<file path="src/rtl/lhrc_pkg.sv">
package lhrc_pkg;

    // Sizes that the top level hands down
    localparam int KEY_COUNT_DEF = 5;
    localparam int LUX_WIDTH_DEF = 16;

    // Fixed field widths and the key bit offset
    localparam int TH_W       = 16;
    localparam int CFG_ADDR_W = 3;
    localparam int PORT_W     = 8;
    localparam int KEY_BASE   = 3;
    localparam int KEY_IDX_W  = 3;

    // Register indexes
    localparam logic [CFG_ADDR_W-1:0] REG_RELAY_ON    = 3'd0;
    localparam logic [CFG_ADDR_W-1:0] REG_RELAY_OFF   = 3'd1;
    localparam logic [CFG_ADDR_W-1:0] REG_CURTAIN_ON  = 3'd2;
    localparam logic [CFG_ADDR_W-1:0] REG_CURTAIN_OFF = 3'd3;
    localparam logic [CFG_ADDR_W-1:0] REG_MOTOR_TICKS = 3'd4;

    // Register reset values
    localparam logic [TH_W-1:0] RELAY_ON_RST    = 16'd200;
    localparam logic [TH_W-1:0] RELAY_OFF_RST   = 16'd400;
    localparam logic [TH_W-1:0] CURTAIN_ON_RST  = 16'd100;
    localparam logic [TH_W-1:0] CURTAIN_OFF_RST = 16'd800;
    localparam logic [TH_W-1:0] MOTOR_TICKS_RST = 16'd3000;

    // Item kinds
    localparam logic [1:0] MODE_TICK = 2'd0;
    localparam logic [1:0] MODE_LUX  = 2'd1;
    localparam logic [1:0] MODE_KEY  = 2'd2;

    // Keys with an action
    localparam logic [KEY_IDX_W-1:0] KEY_MANUAL  = 3'd1;
    localparam logic [KEY_IDX_W-1:0] KEY_RELAY   = 3'd3;
    localparam logic [KEY_IDX_W-1:0] KEY_CURTAIN = 3'd4;

    typedef struct packed {
        logic state;
        logic changed;
    } t_hyst_res;

    typedef struct packed {
        logic tick;
        logic start;
    } t_motor_ctl;

endpackage

</file>
<file path="src/rtl/light_hysteresis_relay_curtain_ctrl.sv">
// Channel   | Handshake                   | Payload
// ----------+-----------------------------+-----------------------------------------
// request   | i_in_valid / o_in_ready     | i_mode, i_lux, i_key_port
// result    | o_out_valid / i_out_ready   | o_relay_on, o_curtain_engaged,
//           |                             | o_motor_dir_a, o_motor_dir_b,
//           |                             | o_manual_mode, o_key_valid, o_key_index
// config    | i_cfg_we                    | i_cfg_addr, i_cfg_wdata
//
// One request per cycle sustained while results are taken as they come; a request's
// result passes through the input register, then the result register.
// Reset (i_rst_n low at a clock edge) clears both stage valids, all control state
// and loads the threshold and run-length registers with their defaults.
// A stalled result holds the result register; the input register still drains
// into it as soon as it is taken, so o_in_ready only drops when both are full.
module light_hysteresis_relay_curtain_ctrl #(
    parameter int KEY_COUNT = lhrc_pkg::KEY_COUNT_DEF,
    parameter int LUX_WIDTH = lhrc_pkg::LUX_WIDTH_DEF
) (
    input  logic                              i_clk,
    input  logic                              i_rst_n,
    // request channel
    input  logic                              i_in_valid,
    output logic                              o_in_ready,
    input  logic [1:0]                        i_mode,
    input  logic [LUX_WIDTH-1:0]              i_lux,
    input  logic [lhrc_pkg::PORT_W-1:0]       i_key_port,
    // result channel
    output logic                              o_out_valid,
    input  logic                              i_out_ready,
    output logic                              o_relay_on,
    output logic                              o_curtain_engaged,
    output logic                              o_motor_dir_a,
    output logic                              o_motor_dir_b,
    output logic                              o_manual_mode,
    output logic                              o_key_valid,
    output logic [lhrc_pkg::KEY_IDX_W-1:0]    o_key_index,
    // configuration
    input  logic                              i_cfg_we,
    input  logic [lhrc_pkg::CFG_ADDR_W-1:0]   i_cfg_addr,
    input  logic [lhrc_pkg::TH_W-1:0]         i_cfg_wdata
);

    // Configuration registers
    logic [lhrc_pkg::TH_W-1:0] r_relay_on_th;
    logic [lhrc_pkg::TH_W-1:0] r_relay_off_th;
    logic [lhrc_pkg::TH_W-1:0] r_curtain_on_th;
    logic [lhrc_pkg::TH_W-1:0] r_curtain_off_th;
    logic [lhrc_pkg::TH_W-1:0] r_motor_ticks;

    // Input stage
    logic                        r_in_valid;
    logic [1:0]                  r_mode;
    logic [LUX_WIDTH-1:0]        r_lux;
    logic [lhrc_pkg::PORT_W-1:0] r_key_port;

    // Controller state
    logic                 r_relay;
    logic                 r_curtain;
    logic                 r_manual;
    logic [LUX_WIDTH-1:0] r_last_lux;

    // Result stage
    logic                           r_out_valid;
    logic                           r_res_relay;
    logic                           r_res_curtain;
    logic                           r_res_dir_a;
    logic                           r_res_dir_b;
    logic                           r_res_manual;
    logic                           r_res_key_valid;
    logic [lhrc_pkg::KEY_IDX_W-1:0] r_res_key_index;

    // Next values
    logic                 n_relay;
    logic                 n_curtain;
    logic                 n_manual;
    logic [LUX_WIDTH-1:0] n_last_lux;

    logic                           w_adv;
    logic                           w_is_tick;
    logic                           w_is_lux;
    logic                           w_is_key;
    logic                           w_scan_valid;
    logic [lhrc_pkg::KEY_IDX_W-1:0] w_scan_index;
    logic                           w_press;
    logic                           w_key_manual;
    logic                           w_key_relay;
    logic                           w_key_curtain;
    logic                           w_relay_k;
    logic                           w_curtain_k;
    logic                           w_curtain_chg;
    logic                           w_running;
    lhrc_pkg::t_hyst_res            w_relay_h;
    lhrc_pkg::t_hyst_res            w_curtain_h;
    lhrc_pkg::t_motor_ctl           w_motor_ctl;

    // Advance the input stage into the result stage whenever the result slot is free
    // or being taken this cycle.
    assign w_adv      = r_in_valid && (!r_out_valid || i_out_ready);
    assign o_in_ready = !r_in_valid || w_adv;

    assign w_is_tick = (r_mode == lhrc_pkg::MODE_TICK);
    assign w_is_lux  = (r_mode == lhrc_pkg::MODE_LUX);
    assign w_is_key  = (r_mode == lhrc_pkg::MODE_KEY);

    // ---------------- configuration ----------------
    always_ff @(posedge i_clk) begin
        if (!i_rst_n) begin
            r_relay_on_th    <= lhrc_pkg::RELAY_ON_RST;
            r_relay_off_th   <= lhrc_pkg::RELAY_OFF_RST;
            r_curtain_on_th  <= lhrc_pkg::CURTAIN_ON_RST;
            r_curtain_off_th <= lhrc_pkg::CURTAIN_OFF_RST;
            r_motor_ticks    <= lhrc_pkg::MOTOR_TICKS_RST;
        end else if (i_cfg_we) begin
            unique case (i_cfg_addr)
                lhrc_pkg::REG_RELAY_ON:    r_relay_on_th    <= i_cfg_wdata;
                lhrc_pkg::REG_RELAY_OFF:   r_relay_off_th   <= i_cfg_wdata;
                lhrc_pkg::REG_CURTAIN_ON:  r_curtain_on_th  <= i_cfg_wdata;
                lhrc_pkg::REG_CURTAIN_OFF: r_curtain_off_th <= i_cfg_wdata;
                lhrc_pkg::REG_MOTOR_TICKS: r_motor_ticks    <= i_cfg_wdata;
                default: begin
                    // unmapped index: drop the write
                end
            endcase
        end
    end

    // ---------------- input register ----------------
    always_ff @(posedge i_clk) begin
        if (!i_rst_n) begin
            r_in_valid <= 1'b0;
        end else if (o_in_ready) begin
            r_in_valid <= i_in_valid;
        end
    end

    always_ff @(posedge i_clk) begin
        if (i_in_valid && o_in_ready) begin
            r_mode     <= i_mode;
            r_lux      <= i_lux;
            r_key_port <= i_key_port;
        end
    end

    // ---------------- key scan ----------------
    lhrc_key_scan #(
        .KEY_COUNT (KEY_COUNT)
    ) u_key_scan (
        .i_clk   (i_clk),
        .i_rst_n (i_rst_n),
        .i_en    (w_adv && w_is_key),
        .i_port  (r_key_port),
        .o_valid (w_scan_valid),
        .o_index (w_scan_index)
    );

    assign w_press       = w_is_key && w_scan_valid;
    assign w_key_manual  = w_press && (w_scan_index == lhrc_pkg::KEY_MANUAL);
    assign w_key_relay   = w_press && (w_scan_index == lhrc_pkg::KEY_RELAY) && r_manual;
    assign w_key_curtain = w_press && (w_scan_index == lhrc_pkg::KEY_CURTAIN) && r_manual;

    // Key actions come first; comparators then run on the updated light level.
    assign n_last_lux  = w_is_lux ? r_lux : r_last_lux;
    assign n_manual    = r_manual ^ w_key_manual;
    assign w_relay_k   = r_relay ^ w_key_relay;
    assign w_curtain_k = r_curtain ^ w_key_curtain;

    // ---------------- hysteresis comparators ----------------
    lhrc_hyst #(
        .LUX_WIDTH (LUX_WIDTH)
    ) u_relay_hyst (
        .i_state  (w_relay_k),
        .i_lux    (n_last_lux),
        .i_on_th  (r_relay_on_th),
        .i_off_th (r_relay_off_th),
        .o_res    (w_relay_h)
    );

    lhrc_hyst #(
        .LUX_WIDTH (LUX_WIDTH)
    ) u_curtain_hyst (
        .i_state  (w_curtain_k),
        .i_lux    (n_last_lux),
        .i_on_th  (r_curtain_on_th),
        .i_off_th (r_curtain_off_th),
        .o_res    (w_curtain_h)
    );

    // Manual mode freezes both comparators; a double flip still counts as a change.
    assign n_relay       = n_manual ? w_relay_k : w_relay_h.state;
    assign n_curtain     = n_manual ? w_curtain_k : w_curtain_h.state;
    assign w_curtain_chg = w_key_curtain || (!n_manual && w_curtain_h.changed);

    // ---------------- curtain motor ----------------
    assign w_motor_ctl.tick  = w_is_tick;
    assign w_motor_ctl.start = w_curtain_chg;

    lhrc_motor u_motor (
        .i_clk       (i_clk),
        .i_rst_n     (i_rst_n),
        .i_en        (w_adv),
        .i_ctl       (w_motor_ctl),
        .i_run_ticks (r_motor_ticks),
        .o_running   (w_running)
    );

    // ---------------- controller state ----------------
    always_ff @(posedge i_clk) begin
        if (!i_rst_n) begin
            r_relay    <= 1'b0;
            r_curtain  <= 1'b0;
            r_manual   <= 1'b0;
            r_last_lux <= '0;
        end else if (w_adv) begin
            r_relay    <= n_relay;
            r_curtain  <= n_curtain;
            r_manual   <= n_manual;
            r_last_lux <= n_last_lux;
        end
    end

    // ---------------- result register ----------------
    always_ff @(posedge i_clk) begin
        if (!i_rst_n) begin
            r_out_valid <= 1'b0;
        end else if (w_adv) begin
            r_out_valid <= 1'b1;
        end else if (i_out_ready) begin
            r_out_valid <= 1'b0;
        end
    end

    always_ff @(posedge i_clk) begin
        if (w_adv) begin
            r_res_relay     <= n_relay;
            r_res_curtain   <= n_curtain;
            r_res_dir_a     <= w_running && !n_curtain;
            r_res_dir_b     <= w_running && n_curtain;
            r_res_manual    <= n_manual;
            r_res_key_valid <= w_press;
            r_res_key_index <= w_press ? w_scan_index : '0;
        end
    end

    assign o_out_valid       = r_out_valid;
    assign o_relay_on        = r_res_relay;
    assign o_curtain_engaged = r_res_curtain;
    assign o_motor_dir_a     = r_res_dir_a;
    assign o_motor_dir_b     = r_res_dir_b;
    assign o_manual_mode     = r_res_manual;
    assign o_key_valid       = r_res_key_valid;
    assign o_key_index       = r_res_key_index;

`ifndef SYNTHESIS
    // Motor never drives both directions at once.
    a_motor_dir_excl: assert property (@(posedge i_clk) disable iff (!i_rst_n)
        o_out_valid |-> !(o_motor_dir_a && o_motor_dir_b))
        else $error("motor driven in both directions");

    // Key index is zero whenever no press is reported.
    a_key_index_zero: assert property (@(posedge i_clk) disable iff (!i_rst_n)
        (o_out_valid && !o_key_valid) |-> (o_key_index == '0))
        else $error("key index set without a press");

    // A result that is not taken holds into the next cycle.
    a_result_held: assert property (@(posedge i_clk) disable iff (!i_rst_n)
        (r_out_valid && !i_out_ready) |=> (r_out_valid && $stable(r_res_curtain)
            && $stable(r_res_relay)))
        else $error("stalled result lost");

    // Direction b is only driven while the curtain is reported engaged.
    a_dir_matches: assert property (@(posedge i_clk) disable iff (!i_rst_n)
        (o_out_valid && o_motor_dir_b) |-> o_curtain_engaged)
        else $error("motor direction disagrees with curtain state");
`endif

endmodule

</file>
<file path="src/rtl/lhrc_hyst.sv">
module lhrc_hyst #(
    parameter int LUX_WIDTH = lhrc_pkg::LUX_WIDTH_DEF
) (
    input  logic                      i_state,
    input  logic [LUX_WIDTH-1:0]      i_lux,
    input  logic [lhrc_pkg::TH_W-1:0] i_on_th,
    input  logic [lhrc_pkg::TH_W-1:0] i_off_th,
    output lhrc_pkg::t_hyst_res       o_res
);

    localparam int CMP_W = (LUX_WIDTH > lhrc_pkg::TH_W) ? LUX_WIDTH : lhrc_pkg::TH_W;

    logic [CMP_W-1:0] w_lux;
    logic [CMP_W-1:0] w_on;
    logic [CMP_W-1:0] w_off;
    logic             w_fire_on;
    logic             w_mid;
    logic             w_fire_off;

    assign w_lux = CMP_W'(i_lux);
    assign w_on  = CMP_W'(i_on_th);
    assign w_off = CMP_W'(i_off_th);

    // on test first, off test sees its result
    assign w_fire_on  = !i_state && (w_lux < w_on);
    assign w_mid      = i_state | w_fire_on;
    assign w_fire_off = w_mid && (w_lux > w_off);

    assign o_res.state   = w_mid & !w_fire_off;
    assign o_res.changed = w_fire_on | w_fire_off;

endmodule

</file>
<file path="src/rtl/lhrc_key_scan.sv">
module lhrc_key_scan #(
    parameter int KEY_COUNT = lhrc_pkg::KEY_COUNT_DEF
) (
    input  logic                           i_clk,
    input  logic                           i_rst_n,
    input  logic                           i_en,
    input  logic [lhrc_pkg::PORT_W-1:0]    i_port,
    output logic                           o_valid,
    output logic [lhrc_pkg::KEY_IDX_W-1:0] o_index
);

    logic [KEY_COUNT-1:0] w_keys;
    logic [KEY_COUNT-1:0] w_fresh;
    logic [KEY_COUNT-1:0] r_hist_one;
    logic [KEY_COUNT-1:0] r_hist_two;

    for (genvar g = 0; g < KEY_COUNT; g++) begin : g_key
        if (g + lhrc_pkg::KEY_BASE < lhrc_pkg::PORT_W) begin : g_port
            assign w_keys[g] = i_port[g + lhrc_pkg::KEY_BASE];
        end else begin : g_none
            assign w_keys[g] = 1'b0;
        end
    end

    // high, low, low: older sample high, previous and current low
    assign w_fresh = ~r_hist_one & r_hist_two & ~w_keys;

    always_comb begin
        o_valid = 1'b0;
        o_index = '0;
        for (int i = KEY_COUNT - 1; i >= 0; i--) begin
            if (w_fresh[i]) begin
                o_valid = 1'b1;
                o_index = lhrc_pkg::KEY_IDX_W'(i);
            end
        end
    end

    always_ff @(posedge i_clk) begin
        if (!i_rst_n) begin
            r_hist_one <= '0;
            r_hist_two <= '0;
        end else if (i_en) begin
            r_hist_two <= r_hist_one;
            r_hist_one <= w_keys;
        end
    end

endmodule

</file>
<file path="src/rtl/lhrc_motor.sv">
module lhrc_motor (
    input  logic                      i_clk,
    input  logic                      i_rst_n,
    input  logic                      i_en,
    input  lhrc_pkg::t_motor_ctl      i_ctl,
    input  logic [lhrc_pkg::TH_W-1:0] i_run_ticks,
    output logic                      o_running
);

    logic                      r_running;
    logic [lhrc_pkg::TH_W-1:0] r_count;
    logic                      n_running;
    logic [lhrc_pkg::TH_W-1:0] n_count;

    always_comb begin
        n_running = r_running;
        n_count   = r_count;
        if (i_ctl.tick && r_running && (r_count != '0)) begin
            n_count = r_count - 1'b1;
        end
        if (i_ctl.start) begin
            n_running = 1'b1;
            n_count   = i_run_ticks;
        end
        if (n_running && (n_count == '0)) begin
            n_running = 1'b0;
        end
    end

    assign o_running = n_running;

    always_ff @(posedge i_clk) begin
        if (!i_rst_n) begin
            r_running <= 1'b0;
            r_count   <= '0;
        end else if (i_en) begin
            r_running <= n_running;
            r_count   <= n_count;
        end
    end

endmodule

</file>
<file path="config.mk">
export PLATFORM = sky130hd
export DESIGN_NAME = light_hysteresis_relay_curtain_ctrl
export DESIGN_NICKNAME = d
export VERILOG_FILES = /design/src/rtl/lhrc_pkg.sv /design/src/rtl/light_hysteresis_relay_curtain_ctrl.sv /design/src/rtl/lhrc_hyst.sv /design/src/rtl/lhrc_key_scan.sv /design/src/rtl/lhrc_motor.sv
export SDC_FILE = /design/constraint.sdc
export NUM_CORES = 1
export LEC_CHECK = 0
export BUFFER_PORTS_ARGS = -buffer_cell sky130_fd_sc_hd__buf_2
export CAP_MARGIN = 30
export CELL_PAD_IN_SITES_DETAIL_PLACEMENT = 1
export CELL_PAD_IN_SITES_GLOBAL_PLACEMENT = 1
export CORE_MARGIN = 4
export CORE_UTILIZATION = 45
export CTS_BUF_LIST = sky130_fd_sc_hd__clkbuf_4 sky130_fd_sc_hd__clkbuf_8
export DETAILED_ROUTE_END_ITERATION = 8
export GPL_ROUTABILITY_DRIVEN = 0
export GPL_TIMING_DRIVEN = 0
export PLACE_DENSITY_LB_ADDON = 0.1
export SLEW_MARGIN = 0
export SYNTH_ARGS = -nofsm -noshare
export SYNTH_HDL_FRONTEND = slang
export SYNTH_HIERARCHICAL = 1
export SYNTH_SLANG_ARGS = --single-unit
</file>
<file path="constraint.sdc">
create_clock -name i_clk -period 8.6 [get_ports i_clk]
set_input_delay 1.72 -clock i_clk [delete_from_list [all_inputs] [get_ports i_clk]]
set_output_delay 1.72 -clock i_clk [all_outputs]
set_load 0.03 [all_outputs]
</file>
# Yosys cells after proc, flatten, opt, wreduce, memory -nomap -nowiden
# Index checks and enable logic that the tools add are counted.
[totals]
ff_bits = 163
inputBits = 50
output_inout_bits = 11
elab_cells = 110
[op_classes]
add_sub_neg = 1
n_lt_le_gt_ge = 4
eq_ne = 9
n_mux = 19
bitwise_logic = 12
n_reduce_logical = 40
[op_table]
columns = ["op", "n"]
rows = [
  ["2-to-1 mux 16 bit", 3],
  ["greater-than comparator 16 bit", 2],
  ["< comparator 16 bit", 2],
  ["logical AND 1 bit", 19],
  ["zero test 16 bit", 1],
  ["nonzero test 16 bit", 1],
  ["subtractor 16 x 1 -> 16 bit (second input constant)", 1],
  ["2-to-1 mux 3 bit", 5],
  ["2-to-1 mux 1 bit", 11],
  ["bitwise AND 5 bit", 2],
  ["NOT 5 bit", 2],
  ["AND reduction 2 bit", 5],
  ["equality test 3 x 2 -> 1 bit (second input constant)", 3],
  ["zero test 1 bit", 8],
  ["equality test 3 x 1 -> 1 bit (second input constant)", 2],
  ["equality test 3 bit (second input constant)", 2],
  ["zero test 3 bit", 1],
  ["logical OR 1 bit", 3],
  ["bitwise OR 1 bit", 3],
  ["XOR 1 bit", 3],
  ["bitwise AND 1 bit", 2],
  ["equality test 2 x 1 -> 1 bit (second input constant)", 1],
  ["equality test 2 bit (second input constant)", 1],
  ["zero test 2 bit", 1],
  ["nonzero test 2 bit", 1],
]

# Longest topological paths before layout
[depth]
word_depth = 24
ltp_mapped = 21

# Modules after synthesis
# Netlist, hierarchy kept.
[modules_own_cells]
columns = ["mod", "instances", "cells_per_inst", "area_per_inst_um2", "seq_area_each_um2"]
rows = [
  ["light_hysteresis_relay_curtain_ctrl", 1, 549, 5049.8, 3072.9],
  ["lhrc_motor", 1, 181, 1353.8, 340.3],
  ["lhrc_hyst (u_curtain_hyst)", 1, 110, 822.0, 0.0],
  ["lhrc_hyst (u_relay_hyst)", 1, 114, 798.3, 0.0],
  ["lhrc_key_scan", 1, 44, 467.9, 200.2],
]

# Worst setup path after synthesis
# Ideal clock, no wire load.
[synth_timing]
path_type = "reg-to-reg"
from = "reg r_mode[1]"
to = "reg r_res_dir_b (netlist: o_motor_dir_b), data pin"
setup_time_ps = 255
t_arrival_ps = 4288
required_ps = 8345
setup_slack_ps = 4057
path_stages_with_launch = 21
path_buffers = 2
synth_period_minus_slack_ps = 4543
cell_sequence = "edfxtp_1 nor2b_1 buf_2 buf_2 mux2_2 ha_1 a21oi_1 o21ai_0 a221o_1 o31a_1 mux2_1 inv_1 o21ai_0 or3b_2 nor3_1 a41oi_1 nand2_1 nand4_1 a2111oi_2 a21oi_1 and3_1"
[synth_lines]
columns = ["item", "line_no", "text"]
rows = [
  ["start, declared", "light_hysteresis_relay_curtain_ctrl.sv:52", "logic [1:0] r_mode;"],
  ["start signal, assigned", "light_hysteresis_relay_curtain_ctrl.sv:138", "r_mode <= i_mode;"],
  ["end signal, assigned", "light_hysteresis_relay_curtain_ctrl.sv:237", "r_res_dir_b <= w_running && n_curtain;"],
  ["end, declared", "light_hysteresis_relay_curtain_ctrl.sv:67", "logic r_res_dir_b;"],
]

==> flow_summary.toml <==
[worst_setup_path]
worst-path-buf-inv = 4
crit_type = "register to register"
rr_worst_depth = 19
timing.critical_path.arrival_ns = 6.11
cp_data_required_time_ns = 8.82
cpMaxStageDelayCell = "sky130_fd_sc_hd__a2111oi_2"
worst-path-max-fanout = 10
timing.critical_path.from_type = "register"
crit_cells = 19
maximum_cell_stage_delay_along_the_critical_path_ns = 0.58
crit_family = "compound AO/OA/AOI/OAI gates"
reg2reg_slack_ns = 2.71
setup.worst_path.end_class = "register"
crit_path_cell_trace = "nor2b_1, buf_2, buf_2, mux2_2, ha_1, nand4_1, nor4_1, a21boi_0, o31a_1, mux2_1, inv_1, o21ai_0, clkbuf_1, a22oi_1, nand2_1, nand4_1, a2111oi_2, a21oi_1, and3_1"

[die]
die-width_um = 145
die_y_um = 145
start_util_pct = 46.2
core.rowCount = 49
boundaryPins = 61
die_area_um2 = 20900
core_um2 = 18100

[pwr]
total_power_uw = 1730
comb_power_share_pct = 21.2
ir_worst_vdd_mv = 0.102
power-per-cell-area_nw_per_um2 = 184
power_switching_share_pct = 32.6
clockPowerShare_pct = 31.5
switching_power_uw = 564
total_leakage_power_uw = 0.00369
seqPwrFrac_pct = 47.3
cellInternalPower_uw = 1160

[clock_network]
cts.root.buffer_cell = "sky130_fd_sc_hd__clkbuf_8"
clkTransAtPathRegs_ns = 0.09
tritoncts_num_sinks = 160
tritoncts.num_buffers = 17
htree_num_levels = 4
post_cts_resized = 0
clock_latency_on_the_worst_skew_pair_ns = 0.48
cts_hold_buffers = 0
cts_buffer_depth = 2
tritoncts = "built"
post_cts.repair.setup_buffers = 0

[layout]
areaGrowthSynthToFinish_pct = 11.7
share_of_final_layout_standard_cells_stronger_than_drive_strength_1_pct = 13.3
final_util_pct = 51.7
num_antenna_cells = 0
design.final.nets = 1186
finalNonFillerCells = 1314
fill_cells = 2246

[sta]
max_slew.worst_pin.slew_ns = 0.695
min_period_ns = 5.89
timing_limited_maximum_frequency_ghz = 0.170
slew_headroom_pct = 53.7
final.period_utilization_pct = 68.5
final_hold_violation_count = 0
final-max-slew-violation-count = 0
grt_setup_unrepaired = "false"
fin_worst_hold_slack_ns = 0.459
setup-violations-final = 0
tns_setup_ns = 0
fin_worst_skew_ns = 0.0164

[drt]
vias = 7279
detail-route-antenna-nets = 0
drcViolationCount = 0
route.final.wire_length_um = 25000
drtPass1Iterations = 5
detailedRoute.firstIterationViolations = 331
detail_route.wl_per_cell_um = 19.0
routed_via_density = 5.54

[synth]
syn_area_um2 = 8390
syn_nets = 1108
synthCells = 994
synth-warning-count = 6
mean_area_per_synthesized_cell_um2 = 8.44

[global_routing]
grt_overflow = 0
grt.total_usage_pct = 24.9
grt_first_pass_wirelength_um = 40100
grt_pass1_vias = 7430
antenna_found_initial = 0
grt_max_degree = 22

[place]
hpwl_um = 18900
dp.cells = 1282
port_buffers = 57

[run_status]
status = "completed"

[min_path]
hold_path.class = "register to register"
whs_path_depth = 2

[job]
maxCapViolations = 0
-- worst paths after layout --
check                          from           endpoint
setup / recovery          r_mode[1]      o_motor_dir_b
hold / removal    r_relay_on_th[12]  r_relay_on_th[12]
setup reg to reg          r_mode[1]      o_motor_dir_b
hold reg to reg   r_relay_on_th[12]  r_relay_on_th[12]
-- final cells by class --
type	count	area, µm²	share of cell area, %
multi-input cells	714	4400	46.9
flip-flops and latches	160	3520	37.6
repair buffers	59	328	3.50
well taps	229	287	3.06
inverters	76	285	3.04
clock buffers	17	234	2.50
plain buffers	44	184	1.96
clock inverters	15	134	1.43
-- sequential cells by signal, indices dropped and copies added, names as in the netlist, 2 cells and up --
register,cells
u_motor/r_count,16
r_relay_on_th,16
r_mode,2
u_key_scan/r_hist_one,5
r_last_lux,16
r_key_port,5
r_curtain_off_th,16
o_key_index,3
u_key_scan/r_hist_two,5
r_lux,16
r_relay_off_th,16
r_motor_ticks,16
r_curtain_on_th,16
-- layout by cell type (no fill, tap or decap), types with 4 or more instances in the layout --
cell                       instances
sky130_fd_sc_hd__a21o_1            4
sky130_fd_sc_hd__a21oi_1          96
sky130_fd_sc_hd__a22oi_1           6
sky130_fd_sc_hd__a31oi_1           5
sky130_fd_sc_hd__and2_1           10
sky130_fd_sc_hd__buf_2            66
sky130_fd_sc_hd__clkbuf_1         34
sky130_fd_sc_hd__clkbuf_8         17
sky130_fd_sc_hd__clkinv_4          4
sky130_fd_sc_hd__dfxtp_1         128
sky130_fd_sc_hd__edfxtp_1         32
sky130_fd_sc_hd__ha_1             64
sky130_fd_sc_hd__inv_1            74
sky130_fd_sc_hd__inv_6             5
sky130_fd_sc_hd__mux2_2           18
sky130_fd_sc_hd__mux2i_1          13
sky130_fd_sc_hd__nand2_1         196
sky130_fd_sc_hd__nand2b_1          4
sky130_fd_sc_hd__nand3_1          32
sky130_fd_sc_hd__nand3b_1          4
sky130_fd_sc_hd__nand4_1          13
sky130_fd_sc_hd__nor2_1           70
sky130_fd_sc_hd__nor2b_1          19
sky130_fd_sc_hd__nor3_1           28
sky130_fd_sc_hd__nor3b_1           5
sky130_fd_sc_hd__nor4_1            9
sky130_fd_sc_hd__o21ai_0          29
sky130_fd_sc_hd__or2_2             4
sky130_fd_sc_hd__or3_1             9
sky130_fd_sc_hd__xnor2_1           6
-- per-stage QoR --
| stage | setup slack [ns] | instance area [µm²] |
|---|---|---|
| 3_5_place_dp | 2.84 | 9010 |
| 5_1_grt | 2.35 | 9370 |
| 4_1_cts | 2.80 | 9370 |
| 2_1_floorplan | 4.06 | 8390 |
| 6_report | 2.71 | 9370 |
| 3_3_place_gp | 2.92 | 8960 |
-- power by group through the flow --
stage	Sequential (µW)	Clock, µW	Combinational [µW]
floorplan	835	0	240
global route	821	580	408
detailed placement	835	0	359
global placement	834	0	348
CTS	817	553	364
finish	817	544	366
-- worst reg2reg max path, stage by stage (launching register included) --
cell,delay (ns)
sky130_fd_sc_hd__edfxtp_1,0.48
sky130_fd_sc_hd__nor2b_1,0.14
sky130_fd_sc_hd__buf_2,0.20
sky130_fd_sc_hd__buf_2,0.29
sky130_fd_sc_hd__mux2_2,0.45
sky130_fd_sc_hd__ha_1,0.33
sky130_fd_sc_hd__nand4_1,0.17
sky130_fd_sc_hd__nor4_1,0.55
sky130_fd_sc_hd__a21boi_0,0.35
sky130_fd_sc_hd__o31a_1,0.28
sky130_fd_sc_hd__mux2_1,0.16
sky130_fd_sc_hd__inv_1,0.04
sky130_fd_sc_hd__o21ai_0,0.45
sky130_fd_sc_hd__clkbuf_1,0.43
sky130_fd_sc_hd__a22oi_1,0.17
sky130_fd_sc_hd__nand2_1,0.10
sky130_fd_sc_hd__nand4_1,0.12
sky130_fd_sc_hd__a2111oi_2,0.58
sky130_fd_sc_hd__a21oi_1,0.17
sky130_fd_sc_hd__and3_1,0.18
-- routing by layer --
metal  vias to the layer above  part of all wire, %  routed length [µm]  track usage, %
li1                       3576                    -                   -               -
met4                         0                  1.7                 417            6.63
met5                         -                    0                   0               0
met3                        25                  3.6                 906            4.17
met1                      3557                   46               11400            32.3
met2                       121                   49               12300            43.2
(Power assumes the default switching activity.)
